File: src/hdl/cap_pkg.sv
package cap_pkg;

   localparam int FRAC_BITS     = 20;
   localparam int SCREEN_WIDTH  = 240;
   localparam int SCREEN_HEIGHT = 320;
   localparam int CORDIC_STEPS  = 20;
   localparam int NUM_REGS      = 8;
   localparam int QUEUE_DEPTH   = 2;

   localparam logic signed [27:0] Q_PI      = 28'sd3294199;
   localparam logic signed [27:0] Q_HALF_PI = 28'sd1647099;
   localparam logic signed [27:0] Q_TWO_PI  = 28'sd6588397;
   localparam logic signed [23:0] CORDIC_K  = 24'sd636751;
   localparam logic signed [23:0] POS_INIT  = 24'sd104858;
   localparam logic signed [23:0] Q_MAX     = 24'sh7FFFFF;
   localparam logic signed [23:0] Q_MIN     = -24'sh800000;

   localparam logic [3:0] REG_START_A = 4'd0;
   localparam logic [3:0] REG_START_B = 4'd1;
   localparam logic [3:0] REG_START_C = 4'd2;
   localparam logic [3:0] REG_START_D = 4'd3;
   localparam logic [3:0] REG_DRIFT_A = 4'd4;
   localparam logic [3:0] REG_DRIFT_B = 4'd5;
   localparam logic [3:0] REG_DRIFT_C = 4'd6;
   localparam logic [3:0] REG_DRIFT_D = 4'd7;

   typedef struct packed {
      logic frame_start;
      logic restart;
   } item_type;

   typedef struct packed {
      logic     valid;
      item_type item;
   } queue_out_type;

   function automatic logic [19:0] atan_lookup(input logic [4:0] i);
      logic [19:0] v;
      case (i)
         5'd0:    v = 20'd823550;
         5'd1:    v = 20'd486170;
         5'd2:    v = 20'd256879;
         5'd3:    v = 20'd130396;
         5'd4:    v = 20'd65451;
         5'd5:    v = 20'd32757;
         5'd6:    v = 20'd16383;
         5'd7:    v = 20'd8192;
         5'd8:    v = 20'd4096;
         5'd9:    v = 20'd2048;
         5'd10:   v = 20'd1024;
         5'd11:   v = 20'd512;
         5'd12:   v = 20'd256;
         5'd13:   v = 20'd128;
         5'd14:   v = 20'd64;
         5'd15:   v = 20'd32;
         5'd16:   v = 20'd16;
         5'd17:   v = 20'd8;
         5'd18:   v = 20'd4;
         5'd19:   v = 20'd2;
         default: v = 20'd0;
      endcase
      return v;
   endfunction

endpackage

File: src/hdl/cap_front.sv
module cap_front (
   input  logic                   clock,
   input  logic                   reset,
   input  logic                   in_valid,
   output logic                   in_ready,
   input  cap_pkg::item_type      in_item,
   input  logic                   pop,
   output cap_pkg::queue_out_type q_out
);

   cap_pkg::item_type mem_ff [cap_pkg::QUEUE_DEPTH];
   logic       wr_ptr_ff, wr_ptr_in;
   logic       rd_ptr_ff, rd_ptr_in;
   logic [1:0] count_ff, count_in;
   logic       push, do_pop;

   assign in_ready    = (count_ff < 2'(cap_pkg::QUEUE_DEPTH));
   assign push        = in_valid && in_ready;
   assign do_pop      = pop && (count_ff != 2'd0);
   assign q_out.valid = (count_ff != 2'd0);
   assign q_out.item  = mem_ff[rd_ptr_ff];

   always_comb begin
      wr_ptr_in = push ? ~wr_ptr_ff : wr_ptr_ff;
      rd_ptr_in = do_pop ? ~rd_ptr_ff : rd_ptr_ff;
      count_in  = count_ff + 2'(push) - 2'(do_pop);
   end

   always_ff @(posedge clock) begin
      if (reset) begin
         wr_ptr_ff <= 1'b0;
         rd_ptr_ff <= 1'b0;
         count_ff  <= 2'd0;
      end else begin
         wr_ptr_ff <= wr_ptr_in;
         rd_ptr_ff <= rd_ptr_in;
         count_ff  <= count_in;
      end
   end

   always_ff @(posedge clock) begin
      if (push) begin
         mem_ff[wr_ptr_ff] <= in_item;
      end
   end

endmodule

File: src/hdl/cap_back.sv
module cap_back (
   input  logic                   clock,
   input  logic                   reset,
   input  logic                   csr_valid,
   input  logic [3:0]             csr_index,
   input  logic [22:0]            csr_data,
   input  cap_pkg::queue_out_type q_in,
   output logic                   pop,
   output logic                   out_valid,
   input  logic                   out_ready,
   output logic [7:0]             out_px,
   output logic [8:0]             out_py,
   output logic [15:0]            out_color
);

   typedef enum logic [3:0] {
      S_IDLE, S_MUL, S_RED, S_FOLD, S_ROT, S_SAVE, S_COMB, S_PIX, S_OUT
   } state_type;

   state_type          state_ff;
   logic [22:0]        start_ff [4];
   logic [10:0]        drift_ff [4];
   logic signed [23:0] coef_ff [4];
   logic signed [23:0] pos_x_ff, pos_y_ff, nx_ff, ny_ff, sin_ff;
   logic signed [47:0] prod_ff;
   logic signed [23:0] ang_ff, cx_ff, cy_ff;
   logic               neg_cos_ff;
   logic [4:0]         step_ff;
   logic [1:0]         eval_ff;
   logic [7:0]         px_ff;
   logic [8:0]         py_ff;
   logic [15:0]        color_ff;
   logic               out_valid_ff;
   logic [7:0]         out_px_ff;
   logic [8:0]         out_py_ff;
   logic [15:0]        out_color_ff;

   logic signed [23:0] coef_in [4];
   logic signed [23:0] mul_a, mul_b, cos_v;
   logic signed [47:0] prod_in;
   logic signed [27:0] t, r_red, r_fold;
   logic [27:0]        mag;
   logic signed [27:0] sum;
   logic signed [23:0] sum_sat;
   logic signed [23:0] dx, dy, atan_v;
   logic signed [32:0] vx, vy;
   logic               on_x, on_y;
   logic [23:0]        ax, ay;
   logic [30:0]        cx120, cy120;
   logic [7:0]         red, green;
   logic               load_out;

   function automatic logic signed [24:0] Q_MAX_W();
      return 25'(cap_pkg::Q_MAX);
   endfunction

   function automatic logic signed [24:0] Q_MIN_W();
      return 25'(cap_pkg::Q_MIN);
   endfunction

   always_comb begin
      for (int k = 0; k < 4; k++) begin
         logic signed [24:0] s;
         coef_in[k] = q_in.item.restart ? 24'(signed'(start_ff[k])) : coef_ff[k];
         s = 25'(coef_in[k]) + 25'(signed'(drift_ff[k]));
         if (q_in.item.frame_start) begin
            if (s > 25'(Q_MAX_W())) coef_in[k] = cap_pkg::Q_MAX;
            else if (s < 25'(Q_MIN_W())) coef_in[k] = cap_pkg::Q_MIN;
            else coef_in[k] = s[23:0];
         end
      end
   end

   // shared multiplier
   always_comb begin
      cos_v = neg_cos_ff ? -cx_ff : cx_ff;
      if (state_ff == S_SAVE) begin
         mul_a = eval_ff[1] ? coef_ff[3] : coef_ff[2];
         mul_b = cos_v;
      end else begin
         mul_a = eval_ff[1] ? coef_ff[1] : coef_ff[0];
         mul_b = (eval_ff == 2'd0 || eval_ff == 2'd3) ? pos_y_ff : pos_x_ff;
      end
      prod_in = 48'(mul_a) * 48'(mul_b);
   end

   // angle reduction into (-pi, pi]
   always_comb begin
      t   = prod_ff[47:20];
      mag = t[27] ? 28'(-t) : 28'(t);
      for (int k = 3; k >= 0; k--) begin
         if (mag >= 28'(cap_pkg::Q_TWO_PI <<< k)) begin
            mag = mag - 28'(cap_pkg::Q_TWO_PI <<< k);
         end
      end
      r_red = (t[27] && mag != 28'd0) ? cap_pkg::Q_TWO_PI - signed'(mag) : signed'(mag);
      if (r_red > cap_pkg::Q_PI) r_red = r_red - cap_pkg::Q_TWO_PI;
   end

   always_comb begin
      r_fold = 28'(ang_ff);
      if (r_fold > cap_pkg::Q_HALF_PI) r_fold = cap_pkg::Q_PI - r_fold;
      else if (r_fold < -cap_pkg::Q_HALF_PI) r_fold = -cap_pkg::Q_PI - r_fold;
   end

   always_comb begin
      dx     = cy_ff >>> step_ff;
      dy     = cx_ff >>> step_ff;
      atan_v = 24'(cap_pkg::atan_lookup(step_ff));
   end

   always_comb begin
      sum = 28'(sin_ff) + prod_ff[47:20];
      if (sum > 28'(cap_pkg::Q_MAX)) sum_sat = cap_pkg::Q_MAX;
      else if (sum < 28'(cap_pkg::Q_MIN)) sum_sat = cap_pkg::Q_MIN;
      else sum_sat = sum[23:0];
   end

   // screen mapping and color
   always_comb begin
      vx = (33'(cap_pkg::SCREEN_WIDTH / 2) <<< cap_pkg::FRAC_BITS) + 33'(nx_ff) * 33'sd70;
      vy = (33'(cap_pkg::SCREEN_HEIGHT / 2) <<< cap_pkg::FRAC_BITS) + 33'(ny_ff) * 33'sd90;
      on_x = vx[32] ? (vx > -(33'sd1 <<< cap_pkg::FRAC_BITS))
                    : (vx[32:20] < 13'(cap_pkg::SCREEN_WIDTH));
      on_y = vy[32] ? (vy > -(33'sd1 <<< cap_pkg::FRAC_BITS))
                    : (vy[32:20] < 13'(cap_pkg::SCREEN_HEIGHT));
      ax    = nx_ff[23] ? 24'(-nx_ff) : 24'(nx_ff);
      ay    = ny_ff[23] ? 24'(-ny_ff) : 24'(ny_ff);
      cx120 = 31'(ax) * 31'd120;
      cy120 = 31'(ay) * 31'd120;
      red   = cx120[27:20] + 8'd50;
      green = cy120[27:20] + 8'd50;
   end

   assign pop      = (state_ff == S_IDLE) && q_in.valid;
   assign load_out = (state_ff == S_OUT) && (!out_valid_ff || out_ready);

   always_ff @(posedge clock) begin
      if (reset) begin
         for (int k = 0; k < 4; k++) begin
            start_ff[k] <= '0;
            drift_ff[k] <= '0;
         end
      end else if (csr_valid && csr_index <= cap_pkg::REG_DRIFT_D) begin
         if (!csr_index[2]) start_ff[csr_index[1:0]] <= csr_data;
         else drift_ff[csr_index[1:0]] <= csr_data[10:0];
      end
   end

   always_ff @(posedge clock) begin
      if (reset) begin
         state_ff     <= S_IDLE;
         out_valid_ff <= 1'b0;
         for (int k = 0; k < 4; k++) coef_ff[k] <= '0;
         pos_x_ff     <= cap_pkg::POS_INIT;
         pos_y_ff     <= cap_pkg::POS_INIT;
         eval_ff      <= 2'd0;
         step_ff      <= 5'd0;
      end else begin
         if (load_out) begin
            out_valid_ff <= 1'b1;
            out_px_ff    <= px_ff;
            out_py_ff    <= py_ff;
            out_color_ff <= color_ff;
         end else if (out_ready) begin
            out_valid_ff <= 1'b0;
         end
         unique case (state_ff)
            S_IDLE: begin
               if (q_in.valid) begin
                  for (int k = 0; k < 4; k++) coef_ff[k] <= coef_in[k];
                  if (q_in.item.restart) begin
                     pos_x_ff <= cap_pkg::POS_INIT;
                     pos_y_ff <= cap_pkg::POS_INIT;
                  end
                  eval_ff  <= 2'd0;
                  state_ff <= S_MUL;
               end
            end
            S_MUL: begin
               prod_ff  <= prod_in;
               state_ff <= S_RED;
            end
            S_RED: begin
               ang_ff   <= r_red[23:0];
               state_ff <= S_FOLD;
            end
            S_FOLD: begin
               ang_ff     <= r_fold[23:0];
               neg_cos_ff <= (28'(ang_ff) != r_fold);
               cx_ff      <= cap_pkg::CORDIC_K;
               cy_ff      <= '0;
               step_ff    <= 5'd0;
               state_ff   <= S_ROT;
            end
            S_ROT: begin
               if (!ang_ff[23]) begin
                  cx_ff  <= cx_ff - dx;
                  cy_ff  <= cy_ff + dy;
                  ang_ff <= ang_ff - atan_v;
               end else begin
                  cx_ff  <= cx_ff + dx;
                  cy_ff  <= cy_ff - dy;
                  ang_ff <= ang_ff + atan_v;
               end
               step_ff <= step_ff + 5'd1;
               if (step_ff == 5'(cap_pkg::CORDIC_STEPS - 1)) state_ff <= S_SAVE;
            end
            S_SAVE: begin
               if (!eval_ff[0]) begin
                  sin_ff   <= cy_ff;
                  eval_ff  <= eval_ff + 2'd1;
                  state_ff <= S_MUL;
               end else begin
                  prod_ff  <= prod_in;
                  state_ff <= S_COMB;
               end
            end
            S_COMB: begin
               if (eval_ff == 2'd1) nx_ff <= sum_sat;
               else ny_ff <= sum_sat;
               if (eval_ff == 2'd3) begin
                  state_ff <= S_PIX;
               end else begin
                  eval_ff  <= eval_ff + 2'd1;
                  state_ff <= S_MUL;
               end
            end
            S_PIX: begin
               pos_x_ff <= nx_ff;
               pos_y_ff <= ny_ff;
               px_ff    <= vx[32] ? 8'd0 : vx[27:20];
               py_ff    <= vy[32] ? 9'd0 : vy[28:20];
               color_ff <= {red[7:3], green[7:2], 5'd25};
               state_ff <= (on_x && on_y) ? S_OUT : S_IDLE;
            end
            S_OUT: begin
               if (load_out) state_ff <= S_IDLE;
            end
            default: state_ff <= S_IDLE;
         endcase
      end
   end

   assign out_valid = out_valid_ff;
   assign out_px    = out_px_ff;
   assign out_py    = out_py_ff;
   assign out_color = out_color_ff;

endmodule

File: src/hdl/clifford_attractor_plotter.sv
// clifford attractor point generator, signed q3.20
// req channel: one transaction per iteration; tdata bit 0 restart (reload
//   coefficients from csr, x = y = 0.1), bit 1 frame_start (add drift values)
// rsp channel: one transaction per on-screen point, none for off-screen
//   points; tdata carries pixel_x, pixel_y and an rgb565 color
// csr channel: index 0..3 start_a..start_d, 4..7 drift_a..drift_d, others
//   ignored; always ready, write only while the block is idle
// each item takes four sine/cosine evaluations, each a multiply, reduce,
//   fold and 20 cordic steps on one shared rotator, plus two combine
//   steps, the queue pop, the screen mapping and the output load; one
//   item is worked on at a time
// a two-entry queue takes req transactions while an item is in work
// rsp is held in an output register; while rsp_tready is low the next point
//   is computed and waits for the register to free up
// reset clears the queue, the registers, the coefficients and sets x, y to 0.1
module clifford_attractor_plotter (
   input  logic        clock,
   input  logic        reset,
   input  logic        req_tvalid,
   output logic        req_tready,
   input  logic [7:0]  req_tdata,   // restart, frame_start, zero fill
   output logic        rsp_tvalid,
   input  logic        rsp_tready,
   output logic [39:0] rsp_tdata,   // pixel_x[7:0], pixel_y[16:8], pixel_color[32:17]
   input  logic        csr_valid,
   output logic        csr_ready,
   input  logic [3:0]  csr_index,
   input  logic [22:0] csr_data
);

   cap_pkg::item_type      req_item;
   cap_pkg::queue_out_type q_out;
   logic                   pop;
   logic [7:0]             px;
   logic [8:0]             py;
   logic [15:0]            color;

   assign req_item.restart     = req_tdata[0];
   assign req_item.frame_start = req_tdata[1];
   assign csr_ready            = 1'b1;

   cap_front u_front (
      .clock    (clock),
      .reset    (reset),
      .in_valid (req_tvalid),
      .in_ready (req_tready),
      .in_item  (req_item),
      .pop      (pop),
      .q_out    (q_out)
   );

   cap_back u_back (
      .clock     (clock),
      .reset     (reset),
      .csr_valid (csr_valid),
      .csr_index (csr_index),
      .csr_data  (csr_data),
      .q_in      (q_out),
      .pop       (pop),
      .out_valid (rsp_tvalid),
      .out_ready (rsp_tready),
      .out_px    (px),
      .out_py    (py),
      .out_color (color)
   );

   assign rsp_tdata = {7'd0, color, py, px};

   a_reset_quiet: assert property (@(posedge clock) (!reset && $past(reset)) |-> !rsp_tvalid)
      else $error("rsp valid right after reset");
   a_px_range: assert property (@(posedge clock) disable iff (reset)
      rsp_tvalid |-> (px < 8'(cap_pkg::SCREEN_WIDTH)))
      else $error("pixel_x off screen");
   a_py_range: assert property (@(posedge clock) disable iff (reset)
      rsp_tvalid |-> (py < 9'(cap_pkg::SCREEN_HEIGHT)))
      else $error("pixel_y off screen");
   a_blue: assert property (@(posedge clock) disable iff (reset)
      rsp_tvalid |-> (color[4:0] == 5'd25))
      else $error("blue channel wrong");

endmodule

File: config.mk
export PLATFORM = sky130hd
export DESIGN_NAME = clifford_attractor_plotter
export DESIGN_NICKNAME = d
export VERILOG_FILES = /design/src/hdl/cap_pkg.sv /design/src/hdl/cap_front.sv /design/src/hdl/cap_back.sv /design/src/hdl/clifford_attractor_plotter.sv
export SDC_FILE = /design/constraint.sdc
export NUM_CORES = 2
export LEC_CHECK = 0
export BUFFER_PORTS_ARGS = -buffer_cell sky130_fd_sc_hd__buf_4
export CORE_MARGIN = 1.5
export CORE_UTILIZATION = 56
export DETAILED_ROUTE_END_ITERATION = 12
export PLACE_DENSITY = 0.7
export SETUP_SLACK_MARGIN = 0.5
export SKIP_LAST_GASP = 1
export SYNTH_ARGS = -nofsm -noshare
export SYNTH_HDL_FRONTEND = slang
export SYNTH_SLANG_ARGS = --single-unit
File: constraint.sdc
create_clock -name clock -period 19.15 [get_ports clock]
set_input_delay 2.8725 -clock clock [delete_from_list [all_inputs] [get_ports clock]]
set_output_delay 2.8725 -clock clock [all_outputs]
set_load 0.01 [all_outputs]
* Word level (Yosys, flattened, before mapping)
Memories as Yosys holds them, arrays and structs flattened. A register that Yosys moved wholly into a read port is not among the register bits. Index checks and enable logic that the tools add are counted. Widths: inputs -> output; s select.
Word-level totals: logic and storage cells 246, register bits 313, ROM bits 640, memories kept 5, output and inout bits 43, input port bits 40, RAM bits 236
Operators by class: equal/unequal tests 19, $add $sub $neg 31, reduce and logical (&&, ||, !) cells 35, $lt $le $gt $ge 23, shift operators 2, $mul 5, bitwise gates (word level) 9, muxes and demuxes 93
Memory list:
- (name not given) | depth 32, bits a word 20, rd ports 1, clocked after Yosys merged registers in 1, write ports 0, RTL line cap_pkg.sv:39 | case (i)
- u_back.coef_ff | depth 4, bits a word 24, rd ports 4, clocked after Yosys merged registers in 0, write ports 4, RTL line cap_back.sv:23 | logic signed [23:0] coef_ff [4];
- u_back.start_ff | depth 4, bits a word 23, rd ports 4, clocked after Yosys merged registers in 0, write ports 4, RTL line cap_back.sv:21 | logic [22:0] start_ff [4];
- u_back.drift_ff | depth 4, bits a word 11, rd ports 4, clocked after Yosys merged registers in 0, write ports 4, RTL line cap_back.sv:22 | logic [10:0] drift_ff [4];
- u_front.mem_ff | depth 2, bits a word 2, rd ports 1, clocked after Yosys merged registers in 1, write ports 1, RTL line cap_front.sv:11 | cap_pkg::item_type mem_ff [cap_pkg::QUEUE_DEPTH];
Operators by type and width (number):
- $mux 24 | 36
- $mux 28 | 8
- $pmux 24 s2 | 4
- $add 24x11->25 | 4
- $gt 25x24->1 const B | 4
- $lt 25x24->1 const B | 4
- $pmux 48 s2 | 1
- $neg 24->24 | 3
- $pmux 24 s3 | 1
- $gt 33x21->1 const B | 2
- $mul 24x7->31 const B | 2
- $mul 24x4->25 const B | 2
- $sub 23x24->25 const A | 2
- $add 24x24->24 | 2
- $mul 24x24->48 | 1
- $mux 48 | 1
- $sshr 24x5->24 | 2
- $sub 24x24->24 | 2
- $pmux 4 s9 | 1
- $add 28x33->33 const A | 1
- $add 29x33->33 const A | 1
- $add 28x28->28 | 1
- $ge 28x23->1 const B | 1
- $ge 28x24->1 const B | 1
- other kinds (59) | 130

* Longest topological paths before layout
word-level depth 16, mapped depth 61, depth with buffers taken out 50

* By module
Synthesis repeated with hierarchy kept, for this count alone.
Second synthesis, totals: cells, all modules 7958, area total of the unflattened synthesis 73882.1 um2
Modules (own cells, without submodules):
- cap_back | area each 73429.2 um2, cells each 7915, instances 1
- cap_front | area each 385.4 um2, cells each 33, instances 1
- clifford_attractor_plotter | area each 67.6 um2, cells each 10, instances 1

* Worst setup path after synthesis
No wires, ideal clock.
path type register -> register, start register u_back.prod_ff[20], end register u_back.ang_ff[12] (data pin), period minus slack after synthesis 12954 ps, setup slack 6196 ps, path buffers 10, cell stages (with the launch flop) 61, arrival 12688 ps, data required time 18884 ps, setup time 266 ps, cell sequence edfxtp_1 clkbuf_1 inv_1 ha_1 or4b_1 buf_2 o41ai_2 a21oi_1 a311oi_4 nand4_2 and3_1 buf_4 a21oi_2 clkbuf_1 xnor2_1 inv_1 ha_1 nor3_1 [25 not listed] o21ai_1 inv_1 ha_1 a31o_2 o21ai_1 o211ai_1 buf_2 nand4_2 a21o_1 a211oi_2 xor2_1 a211oi_1 a311oi_2 o21ai_2 buf_4 nor3_1 xnor2_1 o21ai_1
Between the ends: longest elaborated chain between the ends 16
Ends and longest elaborated chain:
- start: declaration | RTL line cap_back.sv:25 | logic signed [47:0] prod_ff;
- start signal: assignment | RTL line cap_back.sv:181 | prod_ff <= prod_in;
- start signal: assignment | RTL line cap_back.sv:215 | prod_ff <= prod_in;
- $neg 28->28 | RTL line cap_back.sv:90 | mag = t[27] ? 28'(-t) : 28'(t);
- $mux 28 (*) | RTL line cap_back.sv:90
- $sub 28x26->28 / $ge 28x26->1 (equally long branches) | RTL line cap_back.sv:93, cap_back.sv:92
- $mux 28 (*) | RTL line cap_back.sv:92 | if (mag >= 28'(cap_pkg::Q_TWO_PI <<< k)) begin
- $sub 28x25->28 / $ge 28x25->1 (equally long branches) | RTL line cap_back.sv:93, cap_back.sv:92
- $mux 28 (*) | RTL line cap_back.sv:92
- $sub 28x24->28 / $ge 28x24->1 (equally long branches) | RTL line cap_back.sv:93, cap_back.sv:92
- $mux 28 (*) | RTL line cap_back.sv:92
- $sub 28x23->28 / $ge 28x23->1 (equally long branches) | RTL line cap_back.sv:93, cap_back.sv:92
- $mux 28 (*) | RTL line cap_back.sv:92
- parallel branches: the longest is 2 deep, another holds $sub 24x28->28
- $mux 28 (*) | RTL line cap_back.sv:96 | r_red = (t[27] && mag != 28'd0) ? cap_pkg::Q_TWO_PI - signed'(mag) : signed'(mag);
- $sub 24x24->24 / $gt 28x23->1 (equally long branches) | RTL line cap_back.sv:97 | if (r_red > cap_pkg::Q_PI) r_red = r_red - cap_pkg::Q_TWO_PI;
- $mux 24 (*) | RTL line cap_back.sv:97
- $pmux 24 s3 (*) | RTL line cap_back.sv:168 | unique case (state_ff)
- end signal: assignment | RTL line cap_back.sv:185 | ang_ff <= r_red[23:0];
- end signal: assignment | RTL line cap_back.sv:189 | ang_ff <= r_fold[23:0];
- end signal: assignment | RTL line cap_back.sv:200 | ang_ff <= ang_ff - atan_v;
- end: declaration | RTL line cap_back.sv:26 | logic signed [23:0] ang_ff, cx_ff, cy_ff;
Every way passes the cells marked *. A chain may end at the register's enable or synchronous reset.

* Final worst setup path
start register u_back.prod_ff[20], end register u_back.ang_ff[6] (data pin)
Same word-level chain as after synthesis.

==> metrics <==
largest net degree at the start of global routing 94; Rel. slew slack 10.1%; Primary FF master, synth edfxtp_1; dominant cells by area after synthesis fa_1 21%, edfxtp_1 19%, ha_1 9.9%; crit path launch type register; via/cell ratio 5.95; worst-path fanout max 17; gr usage total 29.8%; number of global-route vias before repair 60900; nature of the critical path endpoint register; Setup violations, final 0; starting density of the core 56.6%; Die H 368 µm; CTS tree yes; GRT Residual Overflow 0; CP Class reg -> reg; Fin. Hold Viols 0; DRC 0; highest-delay cell along the critical path o211ai_1; most frequent cell after synthesis inv_1; Post-Synthesis Cells 8494; latest clock arrival within the worst-skew pair 0.67 ns; Slew @ Worst Pin 1.33 ns; post-CTS setup buffers 0; antenna-violating nets left 0; Critical path destination u_back.ang_ff[6]$_DFFE_PP_; drt pass-1 iters 6; CP arrival 17.22 ns; r2r setup slk 2.40 ns; share of the synthesized area in the top cell type 20.6%; clock slew at reported path FFs 0.06 ns; max cap viols 0; synth unique cells 121; RSZ-0062 raised after global routing false; layout cell share with drive strength beyond 1 5.50%; root buf cell clkbuf_16; area leader, netlist fa_1; Max Freq 59.7 MHz; DR top layer met4; Synth Cell Area 0.0745 mm²; number of synthesized flops with an enable pin 465; DIE WIDTH 368 µm; Period minus WS final 16.75 ns; Syn Area/Cell 8.78 µm²; hold_buf cts 0; Async SR Flop Fraction 0%; CP delay by family, top compound AO/OA/AOI/OAI gates; CTS sink cnt 550; CP Launch Point u_back.prod_ff[20]$_DFFE_PP_; first-pass GRT wire length 324000 µm; clk buf depth 3; top cells by count, synth 1075 x inv_1, 1046 x nand2_1, 766 x fa_1; status finished clean; WL/cell 19.8 µm; Die ar. 0.135 mm²; CP bufs+invs 3; Placeable Area 0.132 mm²; CP Data Required Time 19.62 ns; RR Endpoint u_back.ang_ff[6]$_DFFE_PP_; total CTS buffers 68; Iter 0 DRT Violations 4733; Fin Setup TNS 0 ns; Final Max Slew Viols 0; hpwl dp 158000 µm; total routed wirelength 202000 µm; Layout area overhead 5.78%; post-cts resize count 0; # rows 133; Worst Reg2Reg Path Length in Cells 46; period utilization 87.5%; gpl congestion 0.937; Seq/Total Area, Yosys 21.0%; Yosys warnings 0; antenna violations before repair 4; H-tree levels 3; vias after detailed routing 60500; post-synthesis register bit count 550; Worst Skew 0.0253 ns; instance count on the critical path 46; num ports 83; Met3 Wirelength 14300 µm; routed wl met2 97100 µm; CP peak stage delay 0.80 ns; fin nets 9745; Port Buf Inserts 63; Reg2Reg Launch Point u_back.prod_ff[20]$_DFFE_PP_; Worst Hold Class reg -> reg; metal1 wirelength 82700 µm
[area by class of cell]
cell class / instances / area (µm²)
multi-input cells: 6491 / 53500
fillers: 11300 / 53000
flip-flops and latches: 550 / 15700
inverters: 1078 / 4050
well taps: 1755 / 2200
clock buffers: 84 / 1790
repair buffers: 161 / 1220
clock inverters: 39 / 383
diodes: 3 / 7.51
[worst min-delay path by stage]
| stage | start | endpoint | slack, ns | depth (start not counted) |
|---|---|---|---|---|
| floorplan | u_back.color_ff[10]$_DFFE_PP_ | u_back.out_color[10]$_DFFE_PP_ | 0.40 | 0 |
| global placement | u_back.py_ff[7]$_SDFFCE_PN0P_ | u_back.out_py[7]$_DFFE_PP_ | 0.40 | 0 |
| detailed placement | u_back.py_ff[4]$_SDFFCE_PN0P_ | u_back.out_py[4]$_DFFE_PP_ | 0.41 | 0 |
| CTS | u_back.py_ff[4]$_SDFFCE_PN0P_ | u_back.out_py[4]$_DFFE_PP_ | 0.42 | 0 |
| global route | u_back.px_ff[0]$_SDFFCE_PN0P_ | u_back.out_px[0]$_DFFE_PP_ | 0.43 | 0 |
| finish | u_back.px_ff[0]$_SDFFCE_PN0P_ | u_back.out_px[0]$_DFFE_PP_ | 0.42 | 0 |
[metal layers]
metal	GRT usage [%]	vias up
met5	0	-
met4	11.1	0
met3	3.76	387
met2	51.3	2147
met1	38.5	29700
li1	-	28300
[flip-flops by register name, summed over array words and instances, names as in the netlist, 2 cells and up, named ones only]
signal            flops
u_back.out_px         8
u_back.pos_y_ff      24
u_back.step_ff        5
u_back.cy_ff         24
u_back.color_ff      11
u_back.out_color     11
u_back.sin_ff        24
u_front.mem_ff        4
u_back.ny_ff         24
u_back.prod_ff       28
u_back.state_ff       4
u_back.start_ff      92
u_back.nx_ff         24
u_back.out_py         9
u_back.pos_x_ff      24
u_back.drift_ff      44
u_back.coef_ff       96
u_back.ang_ff        24
u_front.count_ff      2
u_back.eval_ff        2
u_back.cx_ff         24
u_back.atan_v        20
u_back.px_ff          8
u_back.py_ff          9
[cell usage in the layout (no fill, tap or decap), drive strengths merged, types with 26 or more instances in the layout]
master and count:
dfxtp 85, o211ai 41, o22ai 36, edfxtp 465, nor2b 82, nor3 117, nand4 35, fa 766
o31ai 36, xor2 139, clkinv 26, a21o 90, and3 64, xnor2 470, nand3 100, or2 27
o21a 89, a31oi 61, nor4 46, nand2 1047, o21ai 444, o21bai 170, a211oi 74, ha 589
and2 181, a22oi 62, a21oi 578, mux2i 76, mux2 27, buf 161, inv 1083, nand2b 101
clkbuf 84, nor2 589
[cell families after synthesis]
group | Yosys count | synth area share, %
DFF | 550 | 21.0
adders and majority gates | 1376 | 30.7
and+or+nand+nor | 2487 | 15.4
xor gates and xnor gates | 609 | 7.20
buffers and inverters | 1464 | 7.54
AOI/OAI and AO/OA | 1882 | 16.1
muxes | 124 | 2.06
other | 2 | 0.0101
[stage by stage]
| stage | cells | setup slack [ns] | util, % | hold WS (ns) | instance area (µm²) |
|---|---|---|---|---|---|
| after global routing | 10200 | 1.06 | 59.8 | 0.425 | 78800 |
| after floorplan | 8505 | 6.20 | - | 0.400 | 74600 |
| final | 10200 | 2.40 | 59.8 | 0.417 | 78800 |
| after detailed placement | 10000 | 2.60 | 58.2 | 0.405 | 76700 |
| after global placement | 10000 | 2.82 | 58.2 | 0.403 | 76700 |
| after CTS | 10200 | 2.51 | 59.8 | 0.419 | 78800 |
Power is left out: the tool's default activity adds up to more than one toggle a clock period on the data nets, which glitch-free logic cannot reach.
